### src/rtl/core/aoc_pkg.sv
// Package for the alphabet odometer counter: field widths, command, event and
// register codes, and the request/result types of the shared divider.
// No dependencies.
package aoc_pkg;

   localparam int AMOUNT_W    = 32;
   localparam int DIGIT_W     = 8;
   localparam int RADIX_W     = 9;
   localparam int LENGTH_W    = 5;
   localparam int POS_W       = 4;
   localparam int CMD_W       = 2;
   localparam int EVENT_W     = 2;
   localparam int CSR_INDEX_W = 2;
   localparam int OUT_CAP     = 16;

   localparam logic [CMD_W-1:0] CMD_ADD  = 2'd0;
   localparam logic [CMD_W-1:0] CMD_SUB  = 2'd1;
   localparam logic [CMD_W-1:0] CMD_LOAD = 2'd2;

   localparam logic [EVENT_W-1:0] EV_NORMAL = 2'd0;
   localparam logic [EVENT_W-1:0] EV_WRAP   = 2'd1;
   localparam logic [EVENT_W-1:0] EV_STOP   = 2'd2;

   localparam logic [CSR_INDEX_W-1:0] CSR_SYMBOL_COUNT = 2'd0;
   localparam logic [CSR_INDEX_W-1:0] CSR_WORD_LENGTH  = 2'd1;

   typedef struct packed {
      logic                start;
      logic [AMOUNT_W-1:0] dividend;
      logic [RADIX_W-1:0]  divisor;
   } aoc_div_req_type;

   typedef struct packed {
      logic                done;
      logic [AMOUNT_W-1:0] quotient;
      logic [RADIX_W-1:0]  remainder;
   } aoc_div_res_type;

endpackage

### src/rtl/core/alphabet_odometer_counter_top.sv
// Alphabet odometer counter top level: sequencer, digit register file, output register.
// Depends on aoc_pkg, aoc_div and aoc_table.
//
// Usage: requests arrive on req_* (valid/ready). An add or subtract request
// produces one rsp_* result per digit position in use, position 0 first,
// rsp_last on the final one. A load request writes one alphabet entry and
// produces nothing. csr_* writes symbol_count (index 0) and word_length
// (index 1); write only while idle.
// Per digit position, the shared divider first reduces a stored digit that is not
// below the radix, then splits off the next digit part when the remaining amount
// is nonzero. Each result is then read from the table (S_EMIT_RD) and loaded into
// the output register (S_EMIT_LD) once that register is free.
// req_ready is high only while the sequencer is idle; a request can be taken
// while the final result still waits in the output register.
// Reset: digits clear to zero, symbol_count 2, word_length 1; the alphabet
// table is undefined until loaded.
// A stalled receiver holds the current result and the sequencer waits.
module alphabet_odometer_counter_top
   import aoc_pkg::*;
#(
   parameter int MAX_LEN     = 16,
   parameter int MAX_SYMBOLS = 256
)
(
   input  logic                   clock,
   input  logic                   reset,
   input  logic                   req_valid,
   output logic                   req_ready,
   input  logic [CMD_W-1:0]       req_cmd,
   input  logic [AMOUNT_W-1:0]    req_amount,
   input  logic [7:0]             req_entry_index,
   input  logic [7:0]             req_entry_symbol,
   output logic                   rsp_valid,
   input  logic                   rsp_ready,
   output logic [POS_W-1:0]       rsp_position,
   output logic [DIGIT_W-1:0]     rsp_digit,
   output logic [DIGIT_W-1:0]     rsp_symbol,
   output logic [EVENT_W-1:0]     rsp_event_res,
   output logic                   rsp_last,
   input  logic                   csr_write_enable,
   input  logic [CSR_INDEX_W-1:0] csr_index,
   input  logic [RADIX_W-1:0]     csr_write_data
);

   localparam int LEN_CAP = (MAX_LEN < OUT_CAP) ? MAX_LEN : OUT_CAP;
   localparam int LEN_IW  = (LEN_CAP > 1) ? $clog2(LEN_CAP) : 1;
   localparam int SYM_IW  = $clog2(MAX_SYMBOLS);

   typedef enum logic [2:0] {
      S_IDLE,
      S_REDUCE,
      S_RWAIT,
      S_PART,
      S_PWAIT,
      S_APPLY,
      S_EMIT_RD,
      S_EMIT_LD
   } state_type;

   state_type              state_ff;
   logic [RADIX_W-1:0]     symbol_count_ff;
   logic [LENGTH_W-1:0]    word_length_ff;
   logic [DIGIT_W-1:0]     digits_ff [LEN_CAP];
   logic                   is_sub_ff;
   logic [AMOUNT_W-1:0]    rem_ff;
   logic                   carry_ff;
   logic [LEN_IW-1:0]      idx_ff;
   logic [DIGIT_W-1:0]     dval_ff;
   logic [DIGIT_W-1:0]     part_ff;
   logic [RADIX_W-1:0]     radix_ff;
   logic [LENGTH_W-1:0]    len_ff;
   logic [EVENT_W-1:0]     event_ff;
   logic [DIGIT_W-1:0]     emit_dig_ff;
   logic                   rsp_valid_ff;
   logic [POS_W-1:0]       rsp_position_ff;
   logic [DIGIT_W-1:0]     rsp_digit_ff;
   logic [DIGIT_W-1:0]     rsp_symbol_ff;
   logic [EVENT_W-1:0]     rsp_event_ff;
   logic                   rsp_last_ff;

   logic                   accept_in;
   logic [RADIX_W-1:0]     radix_in;
   logic [LENGTH_W-1:0]    len_in;
   logic [LENGTH_W-1:0]    len_m1_in;
   logic [LENGTH_W-1:0]    cur_len_m1_in;
   logic [DIGIT_W-1:0]     cur_dig_in;
   logic [RADIX_W:0]       sum_in;
   logic                   add_ge_in;
   logic [RADIX_W-1:0]     sub_in;
   logic                   sub_ok_in;
   logic [DIGIT_W-1:0]     new_dig_in;
   logic                   carry_in;
   logic [DIGIT_W-1:0]     emit_dig_in;
   logic                   out_free_in;
   logic                   is_last_in;
   logic                   tbl_wr_in;
   logic                   tbl_rd_in;
   logic [DIGIT_W-1:0]     tbl_rd_data;
   aoc_div_req_type        div_req;
   aoc_div_res_type        div_res;

   always_comb begin
      accept_in = req_valid && req_ready;

      radix_in = symbol_count_ff;
      if (radix_in > RADIX_W'(MAX_SYMBOLS)) radix_in = RADIX_W'(MAX_SYMBOLS);
      if (radix_in == '0) radix_in = RADIX_W'(1);

      len_in = word_length_ff;
      if (len_in > LENGTH_W'(LEN_CAP)) len_in = LENGTH_W'(LEN_CAP);
      if (len_in == '0) len_in = LENGTH_W'(1);
      len_m1_in     = len_in - LENGTH_W'(1);
      cur_len_m1_in = len_ff - LENGTH_W'(1);

      cur_dig_in = digits_ff[idx_ff];

      sum_in    = (RADIX_W+1)'(dval_ff) + (RADIX_W+1)'(part_ff) + (RADIX_W+1)'(carry_ff);
      add_ge_in = sum_in >= (RADIX_W+1)'(radix_ff);
      sub_in    = RADIX_W'(part_ff) + RADIX_W'(carry_ff);
      sub_ok_in = RADIX_W'(dval_ff) >= sub_in;

      if (!is_sub_ff) begin
         carry_in   = add_ge_in;
         new_dig_in = add_ge_in ? DIGIT_W'(sum_in - (RADIX_W+1)'(radix_ff))
                                : DIGIT_W'(sum_in);
      end else begin
         carry_in   = !sub_ok_in;
         new_dig_in = sub_ok_in ? DIGIT_W'(RADIX_W'(dval_ff) - sub_in)
                                : DIGIT_W'((RADIX_W+1)'(dval_ff) + (RADIX_W+1)'(radix_ff)
                                           - (RADIX_W+1)'(sub_in));
      end

      emit_dig_in = (event_ff == EV_STOP) ? '0 : cur_dig_in;
      out_free_in = !rsp_valid_ff || rsp_ready;
      is_last_in  = LENGTH_W'(idx_ff) == cur_len_m1_in;

      div_req.start    = 1'b0;
      div_req.dividend = rem_ff;
      div_req.divisor  = radix_ff;
      if (state_ff == S_REDUCE) begin
         div_req.start    = {1'b0, cur_dig_in} >= radix_ff;
         div_req.dividend = AMOUNT_W'(cur_dig_in);
      end else if (state_ff == S_PART) begin
         div_req.start = rem_ff != '0;
      end

      tbl_wr_in = accept_in && (req_cmd == CMD_LOAD)
                  && ({1'b0, req_entry_index} < RADIX_W'(MAX_SYMBOLS));
      tbl_rd_in = state_ff == S_EMIT_RD;
   end

   aoc_div u_div (
      .clock   (clock),
      .reset   (reset),
      .div_req (div_req),
      .div_res (div_res)
   );

   aoc_table #(
      .DEPTH (MAX_SYMBOLS),
      .IW    (SYM_IW)
   ) u_table (
      .clock   (clock),
      .wr_en   (tbl_wr_in),
      .wr_addr (req_entry_index[SYM_IW-1:0]),
      .wr_data (req_entry_symbol),
      .rd_en   (tbl_rd_in),
      .rd_addr (emit_dig_in[SYM_IW-1:0]),
      .rd_data (tbl_rd_data)
   );

   always_ff @(posedge clock) begin
      if (reset) begin
         state_ff        <= S_IDLE;
         symbol_count_ff <= RADIX_W'(2);
         word_length_ff  <= LENGTH_W'(1);
         rsp_valid_ff    <= 1'b0;
         for (int i = 0; i < LEN_CAP; i++) begin
            digits_ff[i] <= '0;
         end
      end else begin
         if (csr_write_enable) begin
            case (csr_index)
               CSR_SYMBOL_COUNT: symbol_count_ff <= csr_write_data;
               CSR_WORD_LENGTH:  word_length_ff  <= csr_write_data[LENGTH_W-1:0];
               default: ;
            endcase
         end

         if (rsp_valid_ff && rsp_ready && state_ff != S_EMIT_LD) begin
            rsp_valid_ff <= 1'b0;
         end

         case (state_ff)
            S_IDLE: begin
               if (accept_in && (req_cmd == CMD_ADD || req_cmd == CMD_SUB)) begin
                  is_sub_ff <= req_cmd == CMD_SUB;
                  rem_ff    <= req_amount;
                  carry_ff  <= 1'b0;
                  radix_ff  <= radix_in;
                  len_ff    <= len_in;
                  idx_ff    <= len_m1_in[LEN_IW-1:0];
                  state_ff  <= S_REDUCE;
               end
            end
            S_REDUCE: begin
               dval_ff  <= cur_dig_in;
               state_ff <= div_req.start ? S_RWAIT : S_PART;
            end
            S_RWAIT: begin
               if (div_res.done) begin
                  dval_ff  <= div_res.remainder[DIGIT_W-1:0];
                  state_ff <= S_PART;
               end
            end
            S_PART: begin
               part_ff  <= '0;
               state_ff <= div_req.start ? S_PWAIT : S_APPLY;
            end
            S_PWAIT: begin
               if (div_res.done) begin
                  part_ff  <= div_res.remainder[DIGIT_W-1:0];
                  rem_ff   <= div_res.quotient;
                  state_ff <= S_APPLY;
               end
            end
            S_APPLY: begin
               digits_ff[idx_ff] <= new_dig_in;
               carry_ff          <= carry_in;
               if (idx_ff == '0) begin
                  if (carry_in || rem_ff != '0) begin
                     event_ff <= is_sub_ff ? EV_STOP : EV_WRAP;
                  end else begin
                     event_ff <= EV_NORMAL;
                  end
                  state_ff <= S_EMIT_RD;
               end else begin
                  idx_ff   <= idx_ff - LEN_IW'(1);
                  state_ff <= S_REDUCE;
               end
            end
            S_EMIT_RD: begin
               digits_ff[idx_ff] <= emit_dig_in;
               emit_dig_ff       <= emit_dig_in;
               state_ff          <= S_EMIT_LD;
            end
            S_EMIT_LD: begin
               if (out_free_in) begin
                  rsp_valid_ff    <= 1'b1;
                  rsp_position_ff <= POS_W'(idx_ff);
                  rsp_digit_ff    <= emit_dig_ff;
                  rsp_symbol_ff   <= tbl_rd_data;
                  rsp_event_ff    <= event_ff;
                  rsp_last_ff     <= is_last_in;
                  if (is_last_in) begin
                     state_ff <= S_IDLE;
                  end else begin
                     idx_ff   <= idx_ff + LEN_IW'(1);
                     state_ff <= S_EMIT_RD;
                  end
               end
            end
            default: state_ff <= S_IDLE;
         endcase
      end
   end

   assign req_ready     = state_ff == S_IDLE;
   assign rsp_valid     = rsp_valid_ff;
   assign rsp_position  = rsp_position_ff;
   assign rsp_digit     = rsp_digit_ff;
   assign rsp_symbol    = rsp_symbol_ff;
   assign rsp_event_res = rsp_event_ff;
   assign rsp_last      = rsp_last_ff;

endmodule

### src/rtl/core/aoc_div.sv
// Shared restoring divider, one quotient bit per cycle.
// Depends on aoc_pkg.
module aoc_div
   import aoc_pkg::*;
(
   input  logic            clock,
   input  logic            reset,
   input  aoc_div_req_type div_req,
   output aoc_div_res_type div_res
);

   localparam int CNT_W = $clog2(AMOUNT_W + 1);

   logic                busy_ff;
   logic                done_ff;
   logic [CNT_W-1:0]    count_ff;
   logic [AMOUNT_W-1:0] quo_ff;
   logic [RADIX_W-1:0]  rem_ff;
   logic [RADIX_W-1:0]  div_ff;

   logic [RADIX_W:0]    trial_in;
   logic                fits_in;
   logic [RADIX_W:0]    diff_in;

   always_comb begin
      trial_in = {rem_ff, quo_ff[AMOUNT_W-1]};
      fits_in  = trial_in >= {1'b0, div_ff};
      diff_in  = trial_in - {1'b0, div_ff};
   end

   always_ff @(posedge clock) begin
      if (reset) begin
         busy_ff  <= 1'b0;
         done_ff  <= 1'b0;
         count_ff <= '0;
      end else begin
         done_ff <= busy_ff && !div_req.start && (count_ff == CNT_W'(1));
         if (div_req.start) begin
            busy_ff  <= 1'b1;
            count_ff <= CNT_W'(AMOUNT_W);
            quo_ff   <= div_req.dividend;
            rem_ff   <= '0;
            div_ff   <= div_req.divisor;
         end else if (busy_ff) begin
            quo_ff   <= {quo_ff[AMOUNT_W-2:0], fits_in};
            rem_ff   <= fits_in ? diff_in[RADIX_W-1:0] : trial_in[RADIX_W-1:0];
            count_ff <= count_ff - CNT_W'(1);
            if (count_ff == CNT_W'(1)) begin
               busy_ff <= 1'b0;
            end
         end
      end
   end

   assign div_res.done      = done_ff;
   assign div_res.quotient  = quo_ff;
   assign div_res.remainder = rem_ff;

endmodule

### src/rtl/core/aoc_table.sv
// Alphabet table memory: one write port, one registered read port.
// Depends on aoc_pkg.
module aoc_table
   import aoc_pkg::*;
#(
   parameter int DEPTH = 256,
   parameter int IW    = 8
)
(
   input  logic               clock,
   input  logic               wr_en,
   input  logic [IW-1:0]      wr_addr,
   input  logic [DIGIT_W-1:0] wr_data,
   input  logic               rd_en,
   input  logic [IW-1:0]      rd_addr,
   output logic [DIGIT_W-1:0] rd_data
);

   logic [DIGIT_W-1:0] mem_ff [DEPTH];
   logic [DIGIT_W-1:0] rd_data_ff;

   always_ff @(posedge clock) begin
      if (wr_en) begin
         mem_ff[wr_addr] <= wr_data;
      end
      if (rd_en) begin
         rd_data_ff <= mem_ff[rd_addr];
      end
   end

   assign rd_data = rd_data_ff;

endmodule

### config.mk
export PLATFORM = sky130hd
export DESIGN_NAME = alphabet_odometer_counter_top
export DESIGN_NICKNAME = d
export VERILOG_FILES = /design/src/rtl/core/aoc_pkg.sv /design/src/rtl/core/alphabet_odometer_counter_top.sv /design/src/rtl/core/aoc_div.sv /design/src/rtl/core/aoc_table.sv
export SDC_FILE = /design/constraint.sdc
export NUM_CORES = 2
export LEC_CHECK = 0
export ABC_CLOCK_PERIOD_IN_PS = 5200
export BUFFER_PORTS_ARGS = -buffer_cell sky130_fd_sc_hd__buf_4
export CAP_MARGIN = 20
export CORE_ASPECT_RATIO = 0.9
export CORE_MARGIN = 2
export CORE_UTILIZATION = 30
export CTS_BUF_LIST = sky130_fd_sc_hd__clkbuf_8 sky130_fd_sc_hd__clkbuf_16
export DETAILED_ROUTE_END_ITERATION = 7
export GPL_ROUTABILITY_DRIVEN = 0
export PLACE_DENSITY = 0.5
export SYNTH_ARGS = -nofsm -noshare
export SYNTH_HDL_FRONTEND = slang
export SYNTH_SLANG_ARGS = --single-unit
### constraint.sdc
create_clock -name clock -period 5.2 [get_ports clock]
set_clock_uncertainty 0.1 [all_clocks]
set_input_delay 1.3 -clock clock [delete_from_list [all_inputs] [get_ports clock]]
set_output_delay 1.3 -clock clock [all_outputs]
set_load 0.01 [all_outputs]
* After elaboration in Yosys (flattened, before gate mapping)
Memories as Yosys holds them, arrays and structs flattened. A register that Yosys moved wholly into a read port is not among the register bits.
Index checks and enable logic that the tools add are counted.
** Cells by class
- Reduce and logical (&&, ||, !) cells :: 42
- Bitwise logic cells :: 2
- Shift-type cells :: 0
- Add/sub/neg operators :: 13
- Muxes and demuxes :: 61
- $lt $le $gt $ge :: 6
- Equality and inequality tests :: 20
- Multiply operators :: 0
- Div/mod/pow operators :: 0
** Operator list (count)
- $mux W32 :: 5
- $pmux W32 S2 :: 1
- $mux W8 :: 7
- $pmux W8 S2 :: 2
- $reduce_bool A32 Y1 :: 1
- $mux W9 :: 3
- $mux W4 :: 6
- $pmux W3 S8 :: 1
- $sub A8 B8 Y8 :: 3
- $mux W1 :: 23
- $ge A10 B9 Y1 :: 2
- $ge A8 B9 Y1 :: 2
- $mux W3 :: 6
- $reduce_and A3 Y1 :: 6
- $eq A3 B3 Y1 const B :: 4
- $mux W6 :: 2
- $pmux W4 S3 :: 1
- $add A9 B1 Y10 :: 1
- $mux W5 :: 2
- $reduce_and A2 Y1 :: 5
- $reduce_bool A2 Y1 :: 5
- $add A8 B1 Y9 :: 1
- $add A8 B8 Y9 :: 1
- $gt A9 B9 Y1 const B :: 1
- 33 further kinds :: 53
** Word-level totals
- Bits in writable memories :: 2176
- Register bits :: 177
- Memories :: 2
- Bits in latches :: 0
- Output and inout bits :: 25
- Input port bits :: 66
- Bits in read-only memories :: 0
** Memory list
- u_table.mem_ff :: depth 256, bits a word 8, rd ports 1, clocked after Yosys merged registers in 1, write ports 1, RTL line aoc_table.sv:19 : logic [DIGIT_W-1:0] mem_ff [DEPTH];
- digits_ff :: depth 16, bits a word 8, rd ports 1, clocked after Yosys merged registers in 1, write ports 16, RTL line alphabet_odometer_counter_top.sv:63 : logic [DIGIT_W-1:0] digits_ff [LEN_CAP];

* Depth between registers and ports, before layout
- Word-level depth :: 8
- Mapped depth :: 23

* Modules after synthesis
A second synthesis with hierarchy kept.
** Unflattened totals
- Cell total of the unflattened synthesis :: 5034
- Area, all modules :: 95870.7 um^2
** Modules (own cells, without submodules)
- aoc_table :: instances 1, cells an instance 3733, area each 79636.4 um^2, sequential area each 61739.2 um^2
- alphabet_odometer_counter_top :: instances 1, cells an instance 1093, area each 13370.3 um^2, sequential area each 7317.0 um^2
- aoc_div :: instances 1, cells an instance 208, area each 2864.0 um^2, sequential area each 1661.6 um^2

* Worst setup path after synthesis
Ideal clock, no wire load.
- Kind :: input to register
- Start point :: in reset
- End point :: reg rem_ff[0] (enable)
- Slack :: -181 ps
- Path buffers :: 2
- Stages :: 3
- Setup time :: 502 ps
- Arrival :: 4780 ps
- Cells stage by stage :: clkbuf_1 > clkbuf_1 > nor4_1
** On the way
- Word-level cells in the longest chain between the ends :: 2
** RTL lines
- start: declaration :: RTL line alphabet_odometer_counter_top.sv:26 : input logic reset,
- $not A1 Y1 (no line)
- $reduce_and A4 Y1 (no line)
- end signal: assignment :: RTL line alphabet_odometer_counter_top.sv:198 : rem_ff <= req_amount;
- end signal: assignment :: RTL line alphabet_odometer_counter_top.sv:223 : rem_ff <= div_res.quotient;
- end: declaration :: RTL line alphabet_odometer_counter_top.sv:65 : logic [AMOUNT_W-1:0] rem_ff;
Every way passes these cells.
A chain may end at the register's enable or synchronous reset.

==> run_results.csv <==
group,metric,value,unit
sta,max_freq,0.210,GHz
die,pin_count,91,
sta,setup-violations-final,0,
sta,slew_headroom,0.245,
die,core_area,321000,um2
detailed_routing,wl_met3,24900,um
global_route,overflow,0,
power,cellLeakagePower,36.8,nW
power,p_total,44.4,mW
detailed_routing,detail-route-antenna-nets,0,
sta,hold_viol,0,
yosys,yosys_warnings,0,
clock_network,ctsHoldBuffers,0,
yosys,avgSynthCellArea,14.4,um2
power,intPower,32.3,mW
detailed_routing,drt_pass1_iterations,7,
yosys,ys_ff_latch,2365,
place,io_buffers,90,
sta,tightest_slew,1.13,ns
setup_path,crit_path_end_kind,"register",
die,start_util,0.302,
global_route,antenna_found_initial,21,
global_route,grt_pass1_wl,444000,um
run_status,outcome,"finished clean",
sta,finalCriticalPeriod,4.76,ns
die,die_w,603,um
yosys,async_flop_share,0,
final_layout,fillers,30692,
detailed_routing,wl_met2,137000,um
power,power.density,395,nW/um2
yosys,ys.flop_type,"edfxtp_1",
global_route,grt_max_degree,138,
clock_network,cts_max_level,4,
yosys,synth_fp_nets,6845,
clock_network,cts_resized,0,
detailed_routing,drtIter0Drc,7881,
clock_network,cts_made_buffers,242,
clock_network,cts.path.max_buffers,4,
worst_hold_path,holdPathStages,0,
setup_path,worst_ep_required_time,5.90,ns
die,die_area,328000,um2
setup_path,crit_fanout,24,
power,clockPowerShare,0.376,
clock_network,cts_tree,"yes",
yosys,netlist_area,96900,um2
sta,slew_violations,0,
power,switchingPower,12.1,mW
detailed_routing,routedWlPerCell,26.9,um
sta,rsz0062_at_grt,"no",
die,fp.dieH,543,um
setup_path,reg2reg_depth,12,
yosys,synth-edff-count,2335,
final_layout,area_growth,16.2,%
detailed_routing,drc_errors,0,
clock_network,path_clk_slew,0.07,ns
setup_path,crit_type,"reg -> reg",
flow_run,max-cap-violations,0,
die,placementRows,197,
place,pre_cts_ws,0.548,ns
setup_path,startpoint_type,"register",
detailed_routing,wl_met1,140000,um
final_layout,fin_nets,7218,
place,place_hpwl,199000,um
clock_network,clock_sinks,2365,
final_layout,drive_gt1_frac,0.147,
detailed_routing,highest_layer,"met5",
power,p_comb_frac,0.147,
detailed_routing,routed_wl,310000,um
sta,fin_hold_ws,0.329,ns
sta,layout_setup_ws,0.440,ns
sta,finalSetupTns,0,ns
yosys,synthCells,6709,
global_route,grt_usage,0.184,
detailed_routing,vias_per_cell,5.36,
detailed_routing,num_vias,61955,
clock_network,clk_latency,0.91,ns
clock_network,post_cts_buffers,0,
clock_network,cts_root_buffer,"clkbuf_16",
sta,period_share,0.915,
setup_path,arrival,5.46,ns
power,seq_power_share,0.477,
yosys,yosysUniqueCellTypes,95,
global_route,grt_pass1_vias,59725,
power,swShare,0.272,
power,ir_drop,0.309,mV
yosys,yosysSeqAreaShare,0.730,
worst_hold_path,holdCritPathClass,"reg -> reg",
[synth_stat cells (all sizes together) (28+ instances only)]
master,instances,share of area
o22ai,209,0.013
nand2,943,0.037
a32oi,60,0.0054
o221ai,165,0.015
nand3,303,0.016
a31oi,106,0.0069
ha,57,0.0074
inv,72,0.0029
a21oi,116,0.0061
mux2i,183,0.019
a211oi,100,0.0078
dfxtp,30,0.0062
a22oi,68,0.0056
a221oi,38,0.0034
nand4,40,0.0026
mux4,29,0.0067
nor2b,40,0.0026
nand2b,31,0.0020
a311oi,28,0.0025
clkbuf,176,0.0068
nor3,116,0.0062
o21ai,134,0.0069
mux2,64,0.0075
edfxtp,2335,0.72
and3,111,0.0073
nor4,29,0.0019
nor2,453,0.018
buf,284,0.018
[metal layers]
metal,global-route usage,vias to the layer above
li1,-,26950
met1,0.272,31907
met2,0.280,2668
met3,0.0300,422
met4,0.0469,8
met5,0,-
[power by group through the flow]
stage               combinational (mW)  sequential, mW  clock, mW
finish                            6.52            21.2       16.7
detailed placement                6.44            21.6          0
global placement                  6.41            21.6          0
floorplan                         3.63            21.6          0
CTS                               6.46            21.2       17.0
global route                      6.90            21.2       17.7
[layout make-up]
class | count | area [um2] | area share
clock inverters | 183 | 1260 | 0.0112
repair buffers | 589 | 5190 | 0.0460
inverters | 73 | 328 | 0.00291
flip-flops and latches | 2365 | 70700 | 0.628
diodes | 13 | 32.5 | 0.000289
multi-input cells | 3811 | 23600 | 0.209
well taps | 4278 | 5350 | 0.0475
clock buffers | 248 | 6170 | 0.0548
[cells in the final DEF (no fill, tap or decap), drive strengths merged, types with 120 or more instances in the layout]
| master | n |
|---|---|
| edfxtp | 2335 |
| nand2 | 943 |
| buf | 588 |
| nor2 | 453 |
| nand3 | 303 |
| clkbuf | 249 |
| o22ai | 209 |
| mux2i | 183 |
| o221ai | 165 |
| o21ai | 134 |
| inv | 120 |
[kinds of logic (layout without fill, tap and decap cells)]
logic type / after synthesis / after routing / share of synthesized area
simple gates: 2129 / 2129 / 0.0976
xor+xnor: 42 / 42 / 0.00379
mux: 276 / 276 / 0.0331
other cells: 0 / 13 / 0
flops: 2365 / 2365 / 0.730
compound gates: 1294 / 1294 / 0.0975
fa+ha+maj: 70 / 70 / 0.0100
buf+inv: 533 / 1093 / 0.0284
[state kept, by name, summed over array words and instances (netlist names), 9 cells and up, named ones only]
| register | count |
|---|---|
| rem_ff | 32 |
| symbol_count_ff | 9 |
| u_div.div_ff | 9 |
| u_div.quo_ff | 32 |
| digits_ff | 128 |
| u_table.mem_ff | 2048 |
| radix_ff | 9 |
| u_div.rem_ff | 9 |
[per-stage QoR]
stage	std cells	cell area [um2]	utilization
after floorplan	6709	96900	-
after global placement	11112	105000	0.328
after detailed placement	11115	105000	0.328
after CTS	11546	113000	0.351
after global routing	11550	113000	0.351
final	11560	113000	0.351
[worst max-delay path, cell delays in order, from the launching register on]
cell	delay [ns]
dfxtp_1	0.41
buf_12	0.23
mux4_2	0.54
mux2_2	0.35
a22oi_2	0.17
buf_4	0.30
inv_2	0.33
nand2_2	0.40
buf_12	0.24
a31o_2	0.21
nand4_1	0.17
a222oi_1	0.81
o311a_1	0.28
[worst paths after layout]
check,slack [ns],startpoint,to
max,0.44,register,u_table.rd_data[3]$_DFFE_PP_
min,0.33,emit_dig_ff[3]$_DFFE_PP_,rsp_digit[3]$_DFFE_PP_
max reg2reg,0.44,register,u_table.rd_data[3]$_DFFE_PP_
min reg2reg,0.33,emit_dig_ff[3]$_DFFE_PP_,rsp_digit[3]$_DFFE_PP_
Note: power is estimated with default switching activity, not from simulation.
